### src/rtl/qsu_pkg.sv
// Package for the quoted string unescaper: character codes, status codes,
// the phase type and the result item type. No dependencies.
`default_nettype none

package qsu_pkg;

   localparam int unsigned FIFO_DEPTH = 4;
   localparam int unsigned FIFO_PTR_WIDTH = $clog2(FIFO_DEPTH);
   localparam int unsigned FIFO_CNT_WIDTH = $clog2(FIFO_DEPTH + 1);
   localparam int unsigned MAX_RESULTS = 3;
   localparam int unsigned CSR_ADDR_WIDTH = 3;
   localparam int unsigned CSR_DATA_WIDTH = 32;

   localparam logic [CSR_ADDR_WIDTH-3:0] CSR_REJECT_TRAILING = '0;

   localparam logic [7:0] CH_NUL       = 8'h00;
   localparam logic [7:0] CH_QUOTE     = 8'h22;
   localparam logic [7:0] CH_BACKSLASH = 8'h5C;
   localparam logic [7:0] CH_B         = 8'h62;
   localparam logic [7:0] CH_F         = 8'h66;
   localparam logic [7:0] CH_N         = 8'h6E;
   localparam logic [7:0] CH_R         = 8'h72;
   localparam logic [7:0] CH_T         = 8'h74;
   localparam logic [7:0] CH_X         = 8'h78;
   localparam logic [7:0] CH_EQUALS    = 8'h3D;
   localparam logic [7:0] CH_SEMICOLON = 8'h3B;
   localparam logic [7:0] CH_COMMA     = 8'h2C;
   localparam logic [7:0] CH_SPACE     = 8'h20;
   localparam logic [7:0] CH_TAB       = 8'h09;
   localparam logic [7:0] CH_LF        = 8'h0A;
   localparam logic [7:0] CH_VT        = 8'h0B;
   localparam logic [7:0] CH_FF        = 8'h0C;
   localparam logic [7:0] CH_CR        = 8'h0D;
   localparam logic [7:0] CH_BS        = 8'h08;

   localparam logic [2:0] ST_OK         = 3'd0;
   localparam logic [2:0] ST_NO_OPEN    = 3'd1;
   localparam logic [2:0] ST_NO_CLOSE   = 3'd2;
   localparam logic [2:0] ST_SPECIAL    = 3'd3;
   localparam logic [2:0] ST_ILLEGAL    = 3'd4;
   localparam logic [2:0] ST_TRAILING   = 3'd5;

   typedef enum logic [2:0] {
      PH_LEAD  = 3'd0,
      PH_BODY  = 3'd1,
      PH_ESC   = 3'd2,
      PH_HEX0  = 3'd3,
      PH_HEX1  = 3'd4,
      PH_AFTER = 3'd5,
      PH_DONE  = 3'd6
   } phase_type;

   typedef struct packed {
      logic       kind;
      logic [7:0] data_byte;
      logic [2:0] status;
      logic       has_trailing;
      logic       last;
   } result_type;

   function automatic logic is_space(input logic [7:0] c);
      return (c == CH_SPACE) || (c == CH_TAB) || (c == CH_LF) ||
             (c == CH_VT) || (c == CH_FF) || (c == CH_CR);
   endfunction

   // Returns {valid, nibble} for one hex digit of either case.
   function automatic logic [4:0] hex_digit(input logic [7:0] c);
      logic [4:0] r;
      r = 5'd0;
      if (c inside {[8'h30:8'h39]}) begin
         r = {1'b1, c[3:0]};
      end else if (c inside {[8'h41:8'h46], [8'h61:8'h66]}) begin
         r = {1'b1, c[3:0] + 4'd9};
      end
      return r;
   endfunction

endpackage

`default_nettype wire

### src/rtl/quoted_string_unescape.sv
// Top level of the quoted string unescaper: byte parser, result queue and
// register port. Depends on qsu_pkg.
`default_nettype none

// Quoted string unescaper. Each request carries one byte of a text. The
// block skips leading whitespace, checks for an opening double quote and
// returns the unescaped content bytes as data results (kind 0). Escapes
// \b \f \n \r \t \" \\ are decoded, \x takes up to two hex digits, and a
// backslash before a newline is dropped along with it. The request marked
// end_of_text also yields a status result (kind 1, last 1). After an error
// status, the data already returned for that text is void. The parser state
// is updated in the same cycle the request is accepted. The up to three
// results a request can cause go into a four-entry result queue, which
// drains one result per cycle while the output is not stalled. A result is
// offered on the output once the results queued before it have drained.
// Requests stall while more than one result is waiting, that is while the
// queue has fewer than three free entries. With the output not stalled, a
// request is taken every cycle as long as each request causes at most one
// result. A request that causes two or three results holds off the next one
// while the queue drains. The single register reject_trailing (byte address
// 0, reset 1) turns text after the closing quote into an error; when it is
// clear, such text is only flagged in has_trailing.
module quoted_string_unescape (
   input  wire                                 clock,
   input  wire                                 reset,
   input  wire                                 req_valid,
   output logic                                req_stall,
   input  wire  [7:0]                          req_text_byte,
   input  wire                                 req_end_of_text,
   output logic                                rsp_valid,
   input  wire                                 rsp_stall,
   output logic                                rsp_kind,
   output logic [7:0]                          rsp_data_byte,
   output logic [2:0]                          rsp_status,
   output logic                                rsp_has_trailing,
   output logic                                rsp_last,
   input  wire                                 csr_psel,
   input  wire                                 csr_penable,
   input  wire                                 csr_pwrite,
   input  wire  [qsu_pkg::CSR_ADDR_WIDTH-1:0]  csr_paddr,
   input  wire  [qsu_pkg::CSR_DATA_WIDTH-1:0]  csr_pwdata,
   output logic [qsu_pkg::CSR_DATA_WIDTH-1:0]  csr_prdata,
   output logic                                csr_pready
);
   import qsu_pkg::*;

   // Parser state, updated only when a request is accepted, and the register bit.
   phase_type  phase_ff, phase_in;
   logic [3:0] hex_nibble_ff, hex_nibble_in;
   logic [2:0] error_code_ff, error_code_in;
   logic       trailing_ff, trailing_in;
   logic       reject_trailing_ff;

   // Result queue.
   result_type                fifo_ff [FIFO_DEPTH];
   logic [FIFO_PTR_WIDTH-1:0] wr_ptr_ff, rd_ptr_ff;
   logic [FIFO_CNT_WIDTH-1:0] count_ff;

   // Results produced by the request at the input this cycle.
   result_type res_c [MAX_RESULTS];
   logic [1:0] nres_c;

   logic req_accept;
   logic rsp_accept;
   logic csr_write;

   assign csr_pready = 1'b1;
   assign csr_write  = csr_psel && csr_penable && csr_pwrite && csr_pready;

   always_comb begin
      csr_prdata = '0;
      if (csr_paddr[CSR_ADDR_WIDTH-1:2] == CSR_REJECT_TRAILING) begin
         csr_prdata[0] = reject_trailing_ff;
      end
   end

   // The queue must be able to take a full burst of results, so a request
   // waits while fewer than MAX_RESULTS entries are free.
   assign req_stall  = (count_ff > FIFO_CNT_WIDTH'(FIFO_DEPTH - MAX_RESULTS));
   assign req_accept = req_valid && !req_stall;
   assign rsp_valid  = (count_ff != '0);
   assign rsp_accept = rsp_valid && !rsp_stall;

   // Byte parser. The body-byte handling is shared by the content phase
   // and by a hex escape that ends on a non-hex byte, which first returns
   // the pending value and then treats the byte as ordinary content.
   always_comb begin
      logic [7:0] c;
      logic [4:0] hx;
      logic       body_go;
      logic [2:0] st;

      c             = req_text_byte;
      hx            = hex_digit(c);
      body_go       = 1'b0;
      st            = ST_OK;
      phase_in      = phase_ff;
      hex_nibble_in = hex_nibble_ff;
      error_code_in = error_code_ff;
      trailing_in   = trailing_ff;
      nres_c        = 2'd0;
      for (int i = 0; i < MAX_RESULTS; i++) begin
         res_c[i] = '0;
      end

      if (phase_ff != PH_DONE && c == CH_NUL) begin
         // A zero byte ends the text; a pending hex value is dropped.
         case (phase_ff)
            PH_LEAD: begin
               error_code_in = ST_NO_OPEN;
               phase_in      = PH_DONE;
            end
            PH_AFTER: begin
               phase_in = PH_DONE;
            end
            default: begin
               error_code_in = ST_NO_CLOSE;
               phase_in      = PH_DONE;
            end
         endcase
      end else begin
         case (phase_ff)
            PH_LEAD: begin
               if (c == CH_QUOTE) begin
                  phase_in = PH_BODY;
               end else if (!is_space(c)) begin
                  error_code_in = ST_NO_OPEN;
                  phase_in      = PH_DONE;
               end
            end
            PH_BODY: begin
               body_go = 1'b1;
            end
            PH_ESC: begin
               phase_in = PH_BODY;
               case (c)
                  CH_B:         res_c[0].data_byte = CH_BS;
                  CH_F:         res_c[0].data_byte = CH_FF;
                  CH_N:         res_c[0].data_byte = CH_LF;
                  CH_R:         res_c[0].data_byte = CH_CR;
                  CH_T:         res_c[0].data_byte = CH_TAB;
                  CH_QUOTE:     res_c[0].data_byte = CH_QUOTE;
                  CH_BACKSLASH: res_c[0].data_byte = CH_BACKSLASH;
                  default:      res_c[0].data_byte = CH_NUL;
               endcase
               if (c inside {CH_B, CH_F, CH_N, CH_R, CH_T, CH_QUOTE, CH_BACKSLASH}) begin
                  nres_c = 2'd1;
               end else if (c == CH_LF) begin
                  // Line continuation: nothing is returned.
               end else if (c == CH_X) begin
                  phase_in = PH_HEX0;
               end else if (c inside {CH_EQUALS, CH_SEMICOLON, CH_COMMA}) begin
                  error_code_in = ST_SPECIAL;
                  phase_in      = PH_DONE;
               end else begin
                  error_code_in = ST_ILLEGAL;
                  phase_in      = PH_DONE;
               end
            end
            PH_HEX0: begin
               if (hx[4]) begin
                  hex_nibble_in = hx[3:0];
                  phase_in      = PH_HEX1;
               end else begin
                  nres_c  = 2'd1;
                  body_go = 1'b1;
               end
            end
            PH_HEX1: begin
               nres_c = 2'd1;
               if (hx[4]) begin
                  res_c[0].data_byte = {hex_nibble_ff, hx[3:0]};
                  phase_in           = PH_BODY;
               end else begin
                  res_c[0].data_byte = {4'd0, hex_nibble_ff};
                  body_go            = 1'b1;
               end
            end
            PH_AFTER: begin
               if (!is_space(c)) begin
                  trailing_in = 1'b1;
                  phase_in    = PH_DONE;
               end
            end
            default: begin
               // Finished: bytes are ignored until the end of the text.
            end
         endcase
      end

      if (body_go) begin
         phase_in = PH_BODY;
         if (c == CH_QUOTE) begin
            phase_in = PH_AFTER;
         end else if (c == CH_BACKSLASH) begin
            phase_in = PH_ESC;
         end else begin
            res_c[nres_c].data_byte = c;
            nres_c                  = nres_c + 2'd1;
         end
      end

      if (req_end_of_text) begin
         if (phase_in == PH_LEAD) begin
            error_code_in = ST_NO_OPEN;
         end else if (phase_in != PH_AFTER && phase_in != PH_DONE) begin
            error_code_in = ST_NO_CLOSE;
         end
         st = error_code_in;
         if (st == ST_OK && trailing_in && reject_trailing_ff) begin
            st = ST_TRAILING;
         end
         res_c[nres_c].kind         = 1'b1;
         res_c[nres_c].status       = st;
         res_c[nres_c].has_trailing = trailing_in;
         res_c[nres_c].last         = 1'b1;
         nres_c                     = nres_c + 2'd1;
         // Back to the reset state for the next text.
         phase_in      = PH_LEAD;
         hex_nibble_in = 4'd0;
         error_code_in = ST_OK;
         trailing_in   = 1'b0;
      end
   end

   always_ff @(posedge clock) begin
      if (reset) begin
         phase_ff           <= PH_LEAD;
         hex_nibble_ff      <= 4'd0;
         error_code_ff      <= ST_OK;
         trailing_ff        <= 1'b0;
         reject_trailing_ff <= 1'b1;
      end else begin
         if (req_accept) begin
            phase_ff      <= phase_in;
            hex_nibble_ff <= hex_nibble_in;
            error_code_ff <= error_code_in;
            trailing_ff   <= trailing_in;
         end
         if (csr_write && csr_paddr[CSR_ADDR_WIDTH-1:2] == CSR_REJECT_TRAILING) begin
            reject_trailing_ff <= csr_pwdata[0];
         end
      end
   end

   // Queue storage holds payload only and needs no reset.
   always_ff @(posedge clock) begin
      if (req_accept) begin
         for (int i = 0; i < MAX_RESULTS; i++) begin
            if (2'(i) < nres_c) begin
               fifo_ff[wr_ptr_ff + FIFO_PTR_WIDTH'(i)] <= res_c[i];
            end
         end
      end
   end

   always_ff @(posedge clock) begin
      if (reset) begin
         wr_ptr_ff <= '0;
         rd_ptr_ff <= '0;
         count_ff  <= '0;
      end else begin
         if (req_accept) begin
            wr_ptr_ff <= wr_ptr_ff + FIFO_PTR_WIDTH'(nres_c);
         end
         if (rsp_accept) begin
            rd_ptr_ff <= rd_ptr_ff + FIFO_PTR_WIDTH'(1);
         end
         count_ff <= count_ff
                   + (req_accept ? FIFO_CNT_WIDTH'(nres_c) : FIFO_CNT_WIDTH'(0))
                   - (rsp_accept ? FIFO_CNT_WIDTH'(1) : FIFO_CNT_WIDTH'(0));
      end
   end

   assign rsp_kind         = fifo_ff[rd_ptr_ff].kind;
   assign rsp_data_byte    = fifo_ff[rd_ptr_ff].data_byte;
   assign rsp_status       = fifo_ff[rd_ptr_ff].status;
   assign rsp_has_trailing = fifo_ff[rd_ptr_ff].has_trailing;
   assign rsp_last         = fifo_ff[rd_ptr_ff].last;

endmodule

`default_nettype wire

### config.mk
export PLATFORM = sky130hd
export DESIGN_NAME = quoted_string_unescape
export DESIGN_NICKNAME = d
export VERILOG_FILES = /design/src/rtl/qsu_pkg.sv /design/src/rtl/quoted_string_unescape.sv
export SDC_FILE = /design/constraint.sdc
export NUM_CORES = 1
export LEC_CHECK = 0
export ABC_AREA = 1
export BUFFER_PORTS_ARGS = -buffer_cell sky130_fd_sc_hd__buf_4
export CAP_MARGIN = 15
export CORE_MARGIN = 4
export CORE_UTILIZATION = 57
export DETAILED_ROUTE_END_ITERATION = 10
export PLACE_DENSITY = 0.79
export SETUP_SLACK_MARGIN = 0.15
export SYNTH_ARGS = -nofsm -noshare
export SYNTH_HDL_FRONTEND = slang
export SYNTH_SLANG_ARGS = --single-unit
### constraint.sdc
create_clock -name clock -period 5.6 [get_ports clock]
set_input_delay 1.12 -clock clock [delete_from_list [all_inputs] [get_ports clock]]
set_output_delay 1.12 -clock clock [all_outputs]
set_load 0.1 [all_outputs]
==> impl_results.rst, run 1 <==
.. list-table::
   :header-rows: 1

   * - Metric
     - Value
   * - Launching element type of the critical path
     - primary input
   * - Leak
     - 2.77 nW
   * - Number of clock sinks
     - 73
   * - Latest clock arrival within the worst-skew pair
     - 360 ps
   * - Wire length of the first global-routing pass
     - 22.1 mm
   * - Die Height
     - 105 um
   * - Relative slew slack
     - 51.4%
   * - CTS tree
     - built
   * - Number of detailed-routing iterations run before antenna repair
     - 5
   * - Number of synthesized flops with an enable pin
     - 52
   * - Residual DRC
     - 0
   * - Top-Level Pins
     - 100
   * - Switching pwr
     - 1.31 mW
   * - Fill cell total of the finished layout
     - 821
   * - Crit end category
     - register
   * - Switching power as a share of total power
     - 52.8%
   * - Post-synth top area cell
     - edfxtp_1
   * - Largest fanout on the critical path
     - 13
   * - Maximum number of pins on one net before global-route repair
     - 28
   * - Number of antenna violations at the first check in global routing
     - 0
   * - P_int
     - 1.17 mW
   * - Fraction of final layout cells sized beyond drive strength 1
     - 15.0%
   * - Status
     - completed
   * - Post-Syn Area
     - 5330 sq um
   * - Flop and latch count out of synthesis
     - 73
   * - Count of pins over their slew limit
     - 0
   * - Avg Cell Area, Syn
     - 7.31 sq um
   * - Total routing resource utilization after global routing
     - 24.5%
   * - Violation count after the first detailed-route iteration
     - 323
   * - Fraction of registers with async set/reset
     - 0%
   * - Post-cts hold buffer count
     - 0
   * - Core area
     - 9150 sq um
   * - Maximum buffer depth of the clock tree
     - 2
   * - Starting utilization of the core area
     - 58.2%
   * - Total Negative Setup Slacks
     - 0 ps
   * - Num CTS Buffers
     - 9
   * - Area share of the largest cell type after synthesis
     - 29.3%
   * - Proportion of power drawn by flip-flops and latches
     - 29.5%
   * - Comb power frac
     - 54.5%
   * - Worst hold margin
     - 477 ps
   * - H-Tree Level Count
     - 3
   * - Achievable frequency
     - 206 MHz
   * - Dominant synthesized flop cell
     - edfxtp_1
   * - Final Routed Wirelength
     - 13.5 mm
   * - Syn-to-layout area delta
     - 8.15%
   * - Critical path's largest stage delay
     - 310 ps
   * - Sequential cell area fraction in the yosys report
     - 37.2%
   * - Worst path arrival time
     - 4900 ps
   * - Die area
     - 11,000 sq um
   * - Resized cells post-CTS
     - 0
   * - Ranking of synthesized cells by area
     - edfxtp_1 29%, nand2_1 10%, dfxtp_1 7.9%
   * - Cell variety after synth
     - 40
   * - Number of buffers added on ports
     - 34
   * - Commonest cells in the netlist
     - 143 x nand2_1, 88 x inv_1, 84 x nor2_1
   * - Critical setup path kind
     - primary input to register
   * - Power density of the placed cells
     - 429 nW/um^2
   * - Leading cell type by number of instances after synthesis
     - nand2_1
   * - Slew at the pin closest to its max-slew limit
     - 728 ps
   * - DPL Wire Length
     - 9.95 mm
   * - Number of diodes added for antenna fixing
     - 0
   * - Required time of the critical path
     - 5650 ps
   * - Unrepaired setup endpoints after global routing
     - no
   * - Number of stages on the worst hold path
     - 2
   * - Number of vias after detailed routing
     - 4,940
   * - Minimum period implied by the final worst setup slack
     - 4850 ps
   * - Final ANT Viol Nets
     - 0
   * - Root cell of the clock tree
     - clkbuf_8
   * - Tcrit/Tclk final
     - 86.7%
   * - Hold Path Class
     - register to register
   * - Routed WL per cell
     - 15.4 um
   * - Via count of the first global-routing pass
     - 4,658
   * - Total of max-cap violations
     - 0
   * - Clock-pin slew of the registers on the worst-case setup and hold paths
     - 90 ps
   * - Count of warnings emitted by yosys
     - 0
   * - NumNets Final
     - 826
   * - Synthesized instance count
     - 729
   * - Share of total power in the clock network
     - 16.0%
   * - CP max stage cell
     - ha_1
   * - GPL Wtd Cong
     - 0.938
   * - Site row count
     - 35
   * - Total congestion overflow after global routing
     - 0
   * - Worst Reg2Reg Path Length in Cells
     - 18
   * - Setup clock skew after layout
     - 13.0 ps
   * - Floorplan die width
     - 105 um
   * - Count of final hold-check violations
     - 0
   * - Final setup violating endpoints
     - 0
   * - Via density per instance
     - 5.63
   * - Worst vdd rail ir drop
     - 0.194 mV
   * - Post-CTS setup buffers
     - 0
## power by group through the flow
stage | Clock (mW) | Sequential, mW | Combinational [mW]
4_1_cts | 0.395 | 0.731 | 1.34
3_5_place_dp | 0 | 0.743 | 1.34
2_1_floorplan | 0 | 0.729 | 1.10
5_1_grt | 0.418 | 0.738 | 1.45
3_3_place_gp | 0 | 0.738 | 1.31
6_report | 0.395 | 0.730 | 1.35
## flip-flops by register name, indices dropped and copies added (netlist names), named ones only
signal              count
rd_ptr_ff               2
trailing_ff             1
error_code_ff           3
phase_ff                3
wr_ptr_ff               2
reject_trailing_ff      1
fifo_ff                52
hex_nibble_ff           4
count_ff                3
## through the flow
| step | total power [mW] | area, sq um | instances | utilization, % | setup slack (ps) |
|---|---|---|---|---|---|
| final | 2.47 | 5760 | 877 | 62.9 | 747 |
| after detailed placement | 2.08 | 5580 | 861 | 60.9 | 426 |
| after global placement | 2.04 | 5580 | 861 | 60.9 | 490 |
| after CTS | 2.47 | 5760 | 877 | 62.9 | 788 |
| after global routing | 2.61 | 5760 | 877 | 62.9 | 490 |
| after floorplan | 1.83 | 5440 | 759 | - | 1080 |
## cells in the final DEF, fill, tap and decap left out, types with 3 or more instances in the layout
| cell type | instances |
|---|---|
| edfxtp_1 | 52 |
| nand3_1 | 43 |
| xor2_1 | 3 |
| o22ai_1 | 18 |
| nand2_1 | 143 |
| a211oi_1 | 3 |
| a31oi_1 | 4 |
| inv_1 | 88 |
| o211ai_1 | 25 |
| o221ai_1 | 4 |
| dfxtp_1 | 21 |
| o21ai_0 | 54 |
| inv_2 | 15 |
| conb_1 | 32 |
| nor3_1 | 9 |
| nand4_1 | 7 |
| nor2_2 | 5 |
| ha_1 | 13 |
| clkbuf_8 | 9 |
| nand3_2 | 13 |
| a21oi_1 | 42 |
| nor2_1 | 84 |
| buf_4 | 42 |
| nand2_2 | 12 |
## cells by family after synthesis
| group | count (synthesis) | synth area share (%) |
|---|---|---|
| buffers and inverters | 158 | 13.9 |
| and+or+nand+nor | 322 | 27.3 |
| xor gates and xnor gates | 4 | 0.658 |
| AOI/OAI and AO/OA | 156 | 17.4 |
| adders and majority gates | 14 | 3.43 |
| other | 2 | 0.141 |
| DFF | 73 | 37.2 |
## area by class of cell
| cell class | count | area (sq um) | share of cell area (%) |
|---|---|---|---|
| inverters | 106 | 403 | 6.99 |
| well taps | 111 | 139 | 2.41 |
| clock inverters | 7 | 61.3 | 1.06 |
| multi-input cells | 528 | 2720 | 47.2 |
| flip-flops and latches | 73 | 1980 | 34.4 |
| clock buffers | 9 | 124 | 2.15 |
| repair buffers | 43 | 335 | 5.82 |
## per-layer routing
| layer | up-vias | global-route usage [%] | share of wire [%] |
|---|---|---|---|
| met5 | - | 0 | 0 |
| met4 | 0 | 8.53 | 2.4 |
| met3 | 30 | 3.95 | 6.1 |
| met2 | 184 | 42.4 | 49 |
| met1 | 2283 | 31.2 | 43 |
| li1 | 2443 | - | - |
## path summary, 6_finish.rpt
path	slack (ps)	end	startpoint
hold reg to reg	480	rd_ptr_ff[1]	rd_ptr_ff[1]
hold / removal	480	rd_ptr_ff[1]	rd_ptr_ff[1]
setup / recovery	750	fifo_ff[0][10]	req_text_byte[0]
setup reg to reg	1820	fifo_ff[0][10]	phase_ff[0]
## critical path, delay by kind of cell
family / cells / cell delay [ps]
fa+ha+maj: 3 / 750
compound gates: 1 / 280
simple gates: 13 / 1630
buf+inv: 8 / 1100
(Power assumes the default switching activity.)
==> run 2, diff against run 1 <==
--- a/config.mk
+++ b/config.mk
@@ -11,6 +11,7 @@
 export CORE_MARGIN = 4
 export CORE_UTILIZATION = 57
 export DETAILED_ROUTE_END_ITERATION = 10
+export MAX_ROUTING_LAYER = met4
 export PLACE_DENSITY = 0.79
 export SETUP_SLACK_MARGIN = 0.15
 export SYNTH_ARGS = -nofsm -noshare
==> impl_results.rst, run 2 (synthesized netlist as in run 1, its figures left out) <==
.. list-table::
   :header-rows: 1

   * - Metric
     - Value
   * - Status
     - completed (unchanged)
   * - Tcrit/Tclk final
     - 86.6% (was 86.7%)
   * - Relative slew slack
     - 41.6% (was 51.4%)
   * - Count of pins over their slew limit
     - 0 (unchanged)
   * - Die area
     - 11,000 sq um (unchanged)
   * - Required time of the critical path
     - 5670 ps (was 5650 ps)
   * - CTS tree
     - built (unchanged)
   * - Worst vdd rail ir drop
     - 0.213 mV (was 0.194 mV)
   * - Wire length of the first global-routing pass
     - 21.5 mm (was 22.1 mm)
   * - Commonest non-fill, non-tap cell in the layout
     - nand2_1 (unchanged)
   * - Total routing resource utilization after global routing
     - 24.8% (was 24.5%)
   * - Power density of the placed cells
     - 428 nW/um^2 (was 429 nW/um^2)
   * - Max FFs per register
     - 52 (unchanged)
   * - Final setup violating endpoints
     - 0 (unchanged)
   * - Total power
     - 2.46 mW (was 2.47 mW)
   * - Worst path arrival time
     - 4920 ps (was 4900 ps)
   * - Violation count after the first detailed-route iteration
     - 375 (was 323)
   * - Count of final hold-check violations
     - 0 (unchanged)
   * - Number of vias after detailed routing
     - 4,857 (was 4,940)
   * - Final Core Density
     - 63.0% (was 62.9%)
   * - Num CTS Buffers
     - 9 (unchanged)
   * - Final Routed Wirelength
     - 13.3 mm (was 13.5 mm)
   * - Floorplan die width
     - 105 um (unchanged)
   * - Latest clock arrival within the worst-skew pair
     - 360 ps (about the same)
   * - Resized cells post-CTS
     - 0 (unchanged)
   * - Number of antenna violations at the first check in global routing
     - 0 (unchanged)
   * - H-Tree Level Count
     - 3 (unchanged)
   * - Maximum buffer depth of the clock tree
     - 2 (unchanged)
   * - GPL Wtd Cong
     - 0.962 (was 0.938)
   * - Critical setup path kind
     - primary input to register (unchanged)
   * - Worst Setup Slack post-DPL
     - 457 ps (was 426 ps)
   * - Hold Path Class
     - register to register (unchanged)
   * - Register area
     - 1980 sq um (unchanged)
   * - Die Height
     - 105 um (unchanged)
   * - Post-cts hold buffer count
     - 0 (unchanged)
   * - Via count of the first global-routing pass
     - 4,459 (was 4,658)
   * - Most frequent cells in the layout
     - 143 x nand2_1, 88 x inv_1, 84 x nor2_1 (unchanged)
   * - Total congestion overflow after global routing
     - 0 (unchanged)
   * - Starting utilization of the core area
     - 58.2% (unchanged)
   * - Fraction of final layout cells sized beyond drive strength 1
     - 14.9% (was 15.0%)
   * - DPL Wire Length
     - 9.90 mm (was 9.95 mm)
   * - Clock-pin slew of the registers on the worst-case setup and hold paths
     - 90 ps (about the same)
   * - Number of buffers added on ports
     - 34 (unchanged)
   * - Largest fanout on the critical path
     - 13 (unchanged)
   * - Total Negative Setup Slacks
     - 0 ps (unchanged)
   * - Via density per instance
     - 5.54 (was 5.63)
   * - Register name with the most flops
     - fifo_ff (unchanged)
   * - Leak
     - 2.77 nW (about the same)
   * - Footprint of the multi-input gates
     - 2720 sq um (unchanged)
   * - Fill cell total of the finished layout
     - 805 (was 821)
   * - Root cell of the clock tree
     - clkbuf_8 (unchanged)
   * - Final ANT Viol Nets
     - 0 (unchanged)
   * - Site row count
     - 35 (unchanged)
   * - Launching element type of the critical path
     - primary input (unchanged)
   * - Top-Level Pins
     - 100 (unchanged)
   * - Post-CTS setup buffers
     - 0 (unchanged)
   * - Achievable frequency
     - 206 MHz (about the same)
   * - Syn-to-layout area delta
     - 8.22% (was 8.15%)
   * - Unrepaired setup endpoints after global routing
     - no (unchanged)
   * - Final worst setup slack
     - 752 ps (was 747 ps)
   * - Number of detailed-routing iterations run before antenna repair
     - 6 (was 5)
   * - Number of clock sinks
     - 73 (unchanged)
   * - Crit end category
     - register (unchanged)
   * - Setup clock skew after layout
     - 11.4 ps (was 13.0 ps)
   * - NumNets Final
     - 825 (was 826)
   * - Maximum number of pins on one net before global-route repair
     - 28 (unchanged)
   * - Core area
     - 9150 sq um (unchanged)
   * - Residual DRC
     - 0 (unchanged)
   * - Number of diodes added for antenna fixing
     - 0 (unchanged)
   * - Slew at the pin closest to its max-slew limit
     - 875 ps (was 728 ps)
   * - Minimum period implied by the final worst setup slack
     - 4850 ps (about the same)
   * - Total of max-cap violations
     - 0 (unchanged)
   * - Registers with the highest flip-flop counts
     - fifo_ff: 52 flops, hex_nibble_ff: 4 flops (unchanged)
   * - Routed WL per cell
     - 15.1 um (was 15.4 um)
[run 2: final cells by class]
type,instances,share of cell area (%)
clock inverters,7,1.04
flip-flops and latches,73,34.4
repair buffers,42,5.90
well taps,111,2.41
multi-input cells,528,47.1
inverters,106,6.99
clock buffers,9,2.15
[run 2: final timing paths]
kind / end / slack, ps / cells after the start / from
hold / removal: hex_nibble_ff[0] / 470 / 2 / hex_nibble_ff[0]
hold reg to reg: hex_nibble_ff[0] / 470 / 2 / hex_nibble_ff[0]
setup / recovery: fifo_ff[2][3] / 750 / 24 / req_text_byte[0]
setup reg to reg: fifo_ff[2][3] / 1830 / 17 / phase_ff[0]
[run 2: critical path, cell delays in order]
cell and delay [ps]:
buf_4 120, inv_1 230, ha_1 290, inv_1 70, nor2_1 180, nand3_2 190, inv_2 150, nor2_2 60
nand2_1 60, nand2_1 70, nand3_2 130, nand2_4 100, inv_1 110, ha_1 260, nor2_1 150, a21oi_2 60
ha_1 270, nand2_1 70, a21boi_4 290, nand3_2 120, inv_2 160, nand3_2 250, nand3_1 220, buf_12 170
[run 2: report_power, final]
group,internal [mW],switching [mW]
clock network,0.168,0.225
registers,0.694,0.0507
logic,0.305,1.02
[run 2: layer usage]
layer,GRT usage [%],vias to the layer above,share of wire (%)
met5,-,-,0
met4,6.56,0,1.4
met3,4.08,19,5.5
met2,41.5,162,49
met1,31.3,2241,44
li1,-,2435,-
[run 2: stage by stage]
stage	cells	instance area (sq um)	hold WS (ps)
2_1_floorplan	759	5440	436
3_3_place_gp	860	5580	452
3_5_place_dp	860	5580	457
4_1_cts	876	5760	471
5_1_grt	876	5760	503
6_report	876	5760	467
==> run 3, diff against run 2 <==
--- a/config.mk
+++ b/config.mk
@@ -6,13 +6,13 @@
 export NUM_CORES = 1
 export LEC_CHECK = 0
 export ABC_AREA = 1
-export BUFFER_PORTS_ARGS = -buffer_cell sky130_fd_sc_hd__buf_4
 export CAP_MARGIN = 15
 export CORE_MARGIN = 4
-export CORE_UTILIZATION = 57
+export CORE_UTILIZATION = 58
 export DETAILED_ROUTE_END_ITERATION = 10
+export DONT_BUFFER_PORTS = 1
 export MAX_ROUTING_LAYER = met4
-export PLACE_DENSITY = 0.79
+export PLACE_DENSITY = 0.71
 export SETUP_SLACK_MARGIN = 0.15
 export SYNTH_ARGS = -nofsm -noshare
 export SYNTH_HDL_FRONTEND = slang
==> impl_results.rst, run 3 (synthesized netlist as in run 1, its figures left out) <==
.. list-table::
   :header-rows: 1

   * - Metric
     - Value
   * - Starting utilization of the core area
     - 60.2% (was 58.2%)
   * - Core area
     - 8850 sq um (was 9150 sq um)
   * - Relative slew slack
     - 24.6% (was 41.6%)
   * - Post-cts hold buffer count
     - 0 (unchanged)
   * - Number of buffers added on ports
     - 0 (was 34)
   * - Final Core Density
     - 63.1% (was 63.0%)
   * - Post-route cell area
     - 5580 sq um (was 5760 sq um)
   * - CP dominant cell by count
     - nand3_2 (unchanged)
   * - CTS tree
     - built (unchanged)
   * - Number of clock sinks
     - 73 (unchanged)
   * - H-Tree Level Count
     - 3 (unchanged)
   * - CP max stage cell
     - a21boi_4 (was ha_1)
   * - Hold Path Class
     - register to register (unchanged)
   * - Post-CTS setup buffers
     - 0 (unchanged)
   * - Achievable frequency
     - 212 MHz (was 206 MHz)
   * - Final Routed Wirelength
     - 13.2 mm (was 13.3 mm)
   * - NumNets Final
     - 792 (was 825)
   * - Proportion of power drawn by flip-flops and latches
     - 31.1% (was 30.2%)
   * - Critical setup path kind
     - primary input to register (unchanged)
   * - Die Height
     - 104 um (was 105 um)
   * - Met2 wirelength from detailed routing
     - 6.40 mm (was 6.52 mm)
   * - Worst vdd rail ir drop
     - 0.223 mV (was 0.213 mV)
   * - Maximum number of pins on one net before global-route repair
     - 28 (unchanged)
   * - Post-Route M1 WL
     - 5.64 mm (was 5.81 mm)
   * - Num CTS Buffers
     - 9 (unchanged)
   * - Wire length of the first global-routing pass
     - 22.1 mm (was 21.5 mm)
   * - Status
     - completed (unchanged)
   * - Number of vias after detailed routing
     - 4,828 (was 4,857)
   * - Count of final hold-check violations
     - 0 (unchanged)
   * - Number of detailed-routing iterations run before antenna repair
     - 5 (was 6)
   * - Residual DRC
     - 0 (unchanged)
   * - Final ANT Viol Nets
     - 0 (unchanged)
   * - Commonest non-fill, non-tap cell in the layout
     - nand2_1 (unchanged)
   * - Highest metal used
     - met4 (unchanged)
   * - Comb power frac
     - 52.4% (was 53.8%)
   * - Most frequent cells in the layout
     - 143 x nand2_1, 88 x inv_1, 83 x nor2_1 (was 143 x nand2_1, 88 x inv_1, 84 x nor2_1)
   * - GPL Wtd Cong
     - 0.962 (about the same)
   * - Maximum buffer depth of the clock tree
     - 2 (unchanged)
   * - CP Cell Sequence
     - inv_1, ha_1, inv_1, nor2_1, nand3_2, inv_2, nor2_2, nand2_1, nand2_1, nand3_2, nand2_4, inv_1, ha_1, nor2_1, a21oi_2, ha_1, nand2_1, a21boi_4, nand3_2, inv_2, nand3_2, nand3_1, buf_4 (was buf_4, inv_1, ha_1, inv_1, nor2_1, nand3_2, inv_2, nor2_2, nand2_1, nand2_1, nand3_2, nand2_4, inv_1, ha_1, nor2_1, a21oi_2, ha_1, nand2_1, a21boi_4, nand3_2, inv_2, nand3_2, nand3_1, buf_12)
   * - Total Negative Setup Slacks
     - 0 ps (unchanged)
   * - Tcrit/Tclk final
     - 84.4% (was 86.6%)
   * - Register name with the most flops
     - fifo_ff (unchanged)
   * - Via density per instance
     - 5.75 (was 5.54)
   * - Fraction of final layout cells sized beyond drive strength 1
     - 13.0% (was 14.9%)
   * - Latest clock arrival within the worst-skew pair
     - 350 ps (was 360 ps)
   * - Switching pwr
     - 1.29 mW (was 1.30 mW)
   * - Leak
     - 2.63 nW (was 2.77 nW)
   * - Count of pins over their slew limit
     - 0 (unchanged)
   * - Site row count
     - 34 (was 35)
   * - Unrepaired setup endpoints after global routing
     - no (unchanged)
   * - Worst path arrival time
     - 4770 ps (was 4920 ps)
   * - Slew at the pin closest to its max-slew limit
     - 1130 ps (was 875 ps)
   * - Violation count after the first detailed-route iteration
     - 312 (was 375)
   * - Power density of the placed cells
     - 429 nW/um^2 (was 428 nW/um^2)
   * - Root cell of the clock tree
     - clkbuf_8 (unchanged)
   * - Registers with the highest flip-flop counts
     - fifo_ff: 52 flops, hex_nibble_ff: 4 flops (unchanged)
   * - Largest fanout on the critical path
     - 13 (unchanged)
   * - Resized cells post-CTS
     - 0 (unchanged)
   * - P_int
     - 1.11 mW (was 1.17 mW)
   * - Max FFs per register
     - 52 (unchanged)
   * - Clock-pin slew of the registers on the worst-case setup and hold paths
     - 90 ps (about the same)
   * - Fill cell total of the finished layout
     - 806 (was 805)
   * - Total power
     - 2.40 mW (was 2.46 mW)
   * - Setup clock skew after layout
     - 8.50 ps (was 11.4 ps)
   * - Routed WL per cell
     - 15.7 um (was 15.1 um)
   * - Number of antenna violations at the first check in global routing
     - 0 (unchanged)
   * - Number of diodes added for antenna fixing
     - 0 (unchanged)
   * - Critical path's largest stage delay
     - 300 ps (was 290 ps)
   * - Launching element type of the critical path
     - primary input (unchanged)
   * - Floorplan die width
     - 104 um (was 105 um)
   * - Standard cell area after detailed placement
     - 5400 sq um (was 5580 sq um)
   * - Crit end category
     - register (unchanged)
   * - DPL Wire Length
     - 9.80 mm (was 9.90 mm)
   * - Switching power as a share of total power
     - 53.9% (was 52.6%)
   * - Met3 routed WL
     - 900 um (was 735 um)
   * - Worst Setup Slack post-DPL
     - 559 ps (was 457 ps)
   * - Total of max-cap violations
     - 0 (unchanged)
   * - Minimum period implied by the final worst setup slack
     - 4720 ps (was 4850 ps)
   * - Total routing resource utilization after global routing
     - 25.4% (was 24.8%)
   * - Share of total power in the clock network
     - 16.4% (was 15.9%)
   * - Final setup violating endpoints
     - 0 (unchanged)
   * - Final worst setup slack
     - 875 ps (was 752 ps)
   * - Top-Level Pins
     - 100 (unchanged)
   * - Total congestion overflow after global routing
     - 0 (unchanged)
   * - Via count of the first global-routing pass
     - 4,603 (was 4,459)
   * - Syn-to-layout area delta
     - 4.75% (was 8.22%)
   * - Die area
     - 10,800 sq um (was 11,000 sq um)
   * - Required time of the critical path
     - 5640 ps (was 5670 ps)
run 3: power groups by stage:
stage                     Sequential (mW)  Combinational (mW)  Clock [mW]
after floorplan                     0.729                1.10           0
after global placement              0.755                1.23           0
after detailed placement            0.759                1.25           0
after CTS                           0.746                1.26       0.400
after global routing                0.756                1.36       0.424
final                               0.746                1.26       0.394
run 3: path summary, 6_finish.rpt:
kind	slack (ps)	cells past startpoint	to	startpoint
setup / recovery	880	23	fifo_ff[2][10]	req_text_byte[0]
hold / removal	470	2	hex_nibble_ff[1]	hex_nibble_ff[1]
setup reg to reg	1780	17	fifo_ff[2][10]	phase_ff[0]
hold reg to reg	470	2	hex_nibble_ff[1]	hex_nibble_ff[1]
run 3: critical path: cells and delay by family:
kind	cells	cell delay, ps
compound gates	2	360
fa+ha+maj	3	820
buf+inv	6	970
simple gates	12	1490
run 3: per-stage QoR:
| step | hold WS (ps) | instances |
|---|---|---|
| floorplan | 436 | 759 |
| global placement | 446 | 824 |
| detailed placement | 457 | 824 |
| CTS | 469 | 840 |
| global route | 487 | 840 |
| finish | 469 | 840 |
run 3: final cells by class:
| type | instances | area [sq um] | area share (%) |
|---|---|---|---|
| sequential | 73 | 1980 | 35.5 |
| tap | 108 | 135 | 2.42 |
| inverter | 106 | 403 | 7.22 |
| timing repair buffer | 9 | 67.6 | 1.21 |
| clock inverter | 7 | 60.1 | 1.08 |
| clock buffer | 9 | 124 | 2.22 |
| multi-input combinational | 528 | 2810 | 50.3 |
run 3: routing by layer:
metal / vias up / track usage (%)
li1: 2370 / -
met1: 2219 / 31.0
met2: 212 / 43.4
met3: 27 / 3.61
met4: 0 / 8.64
met5: - / -
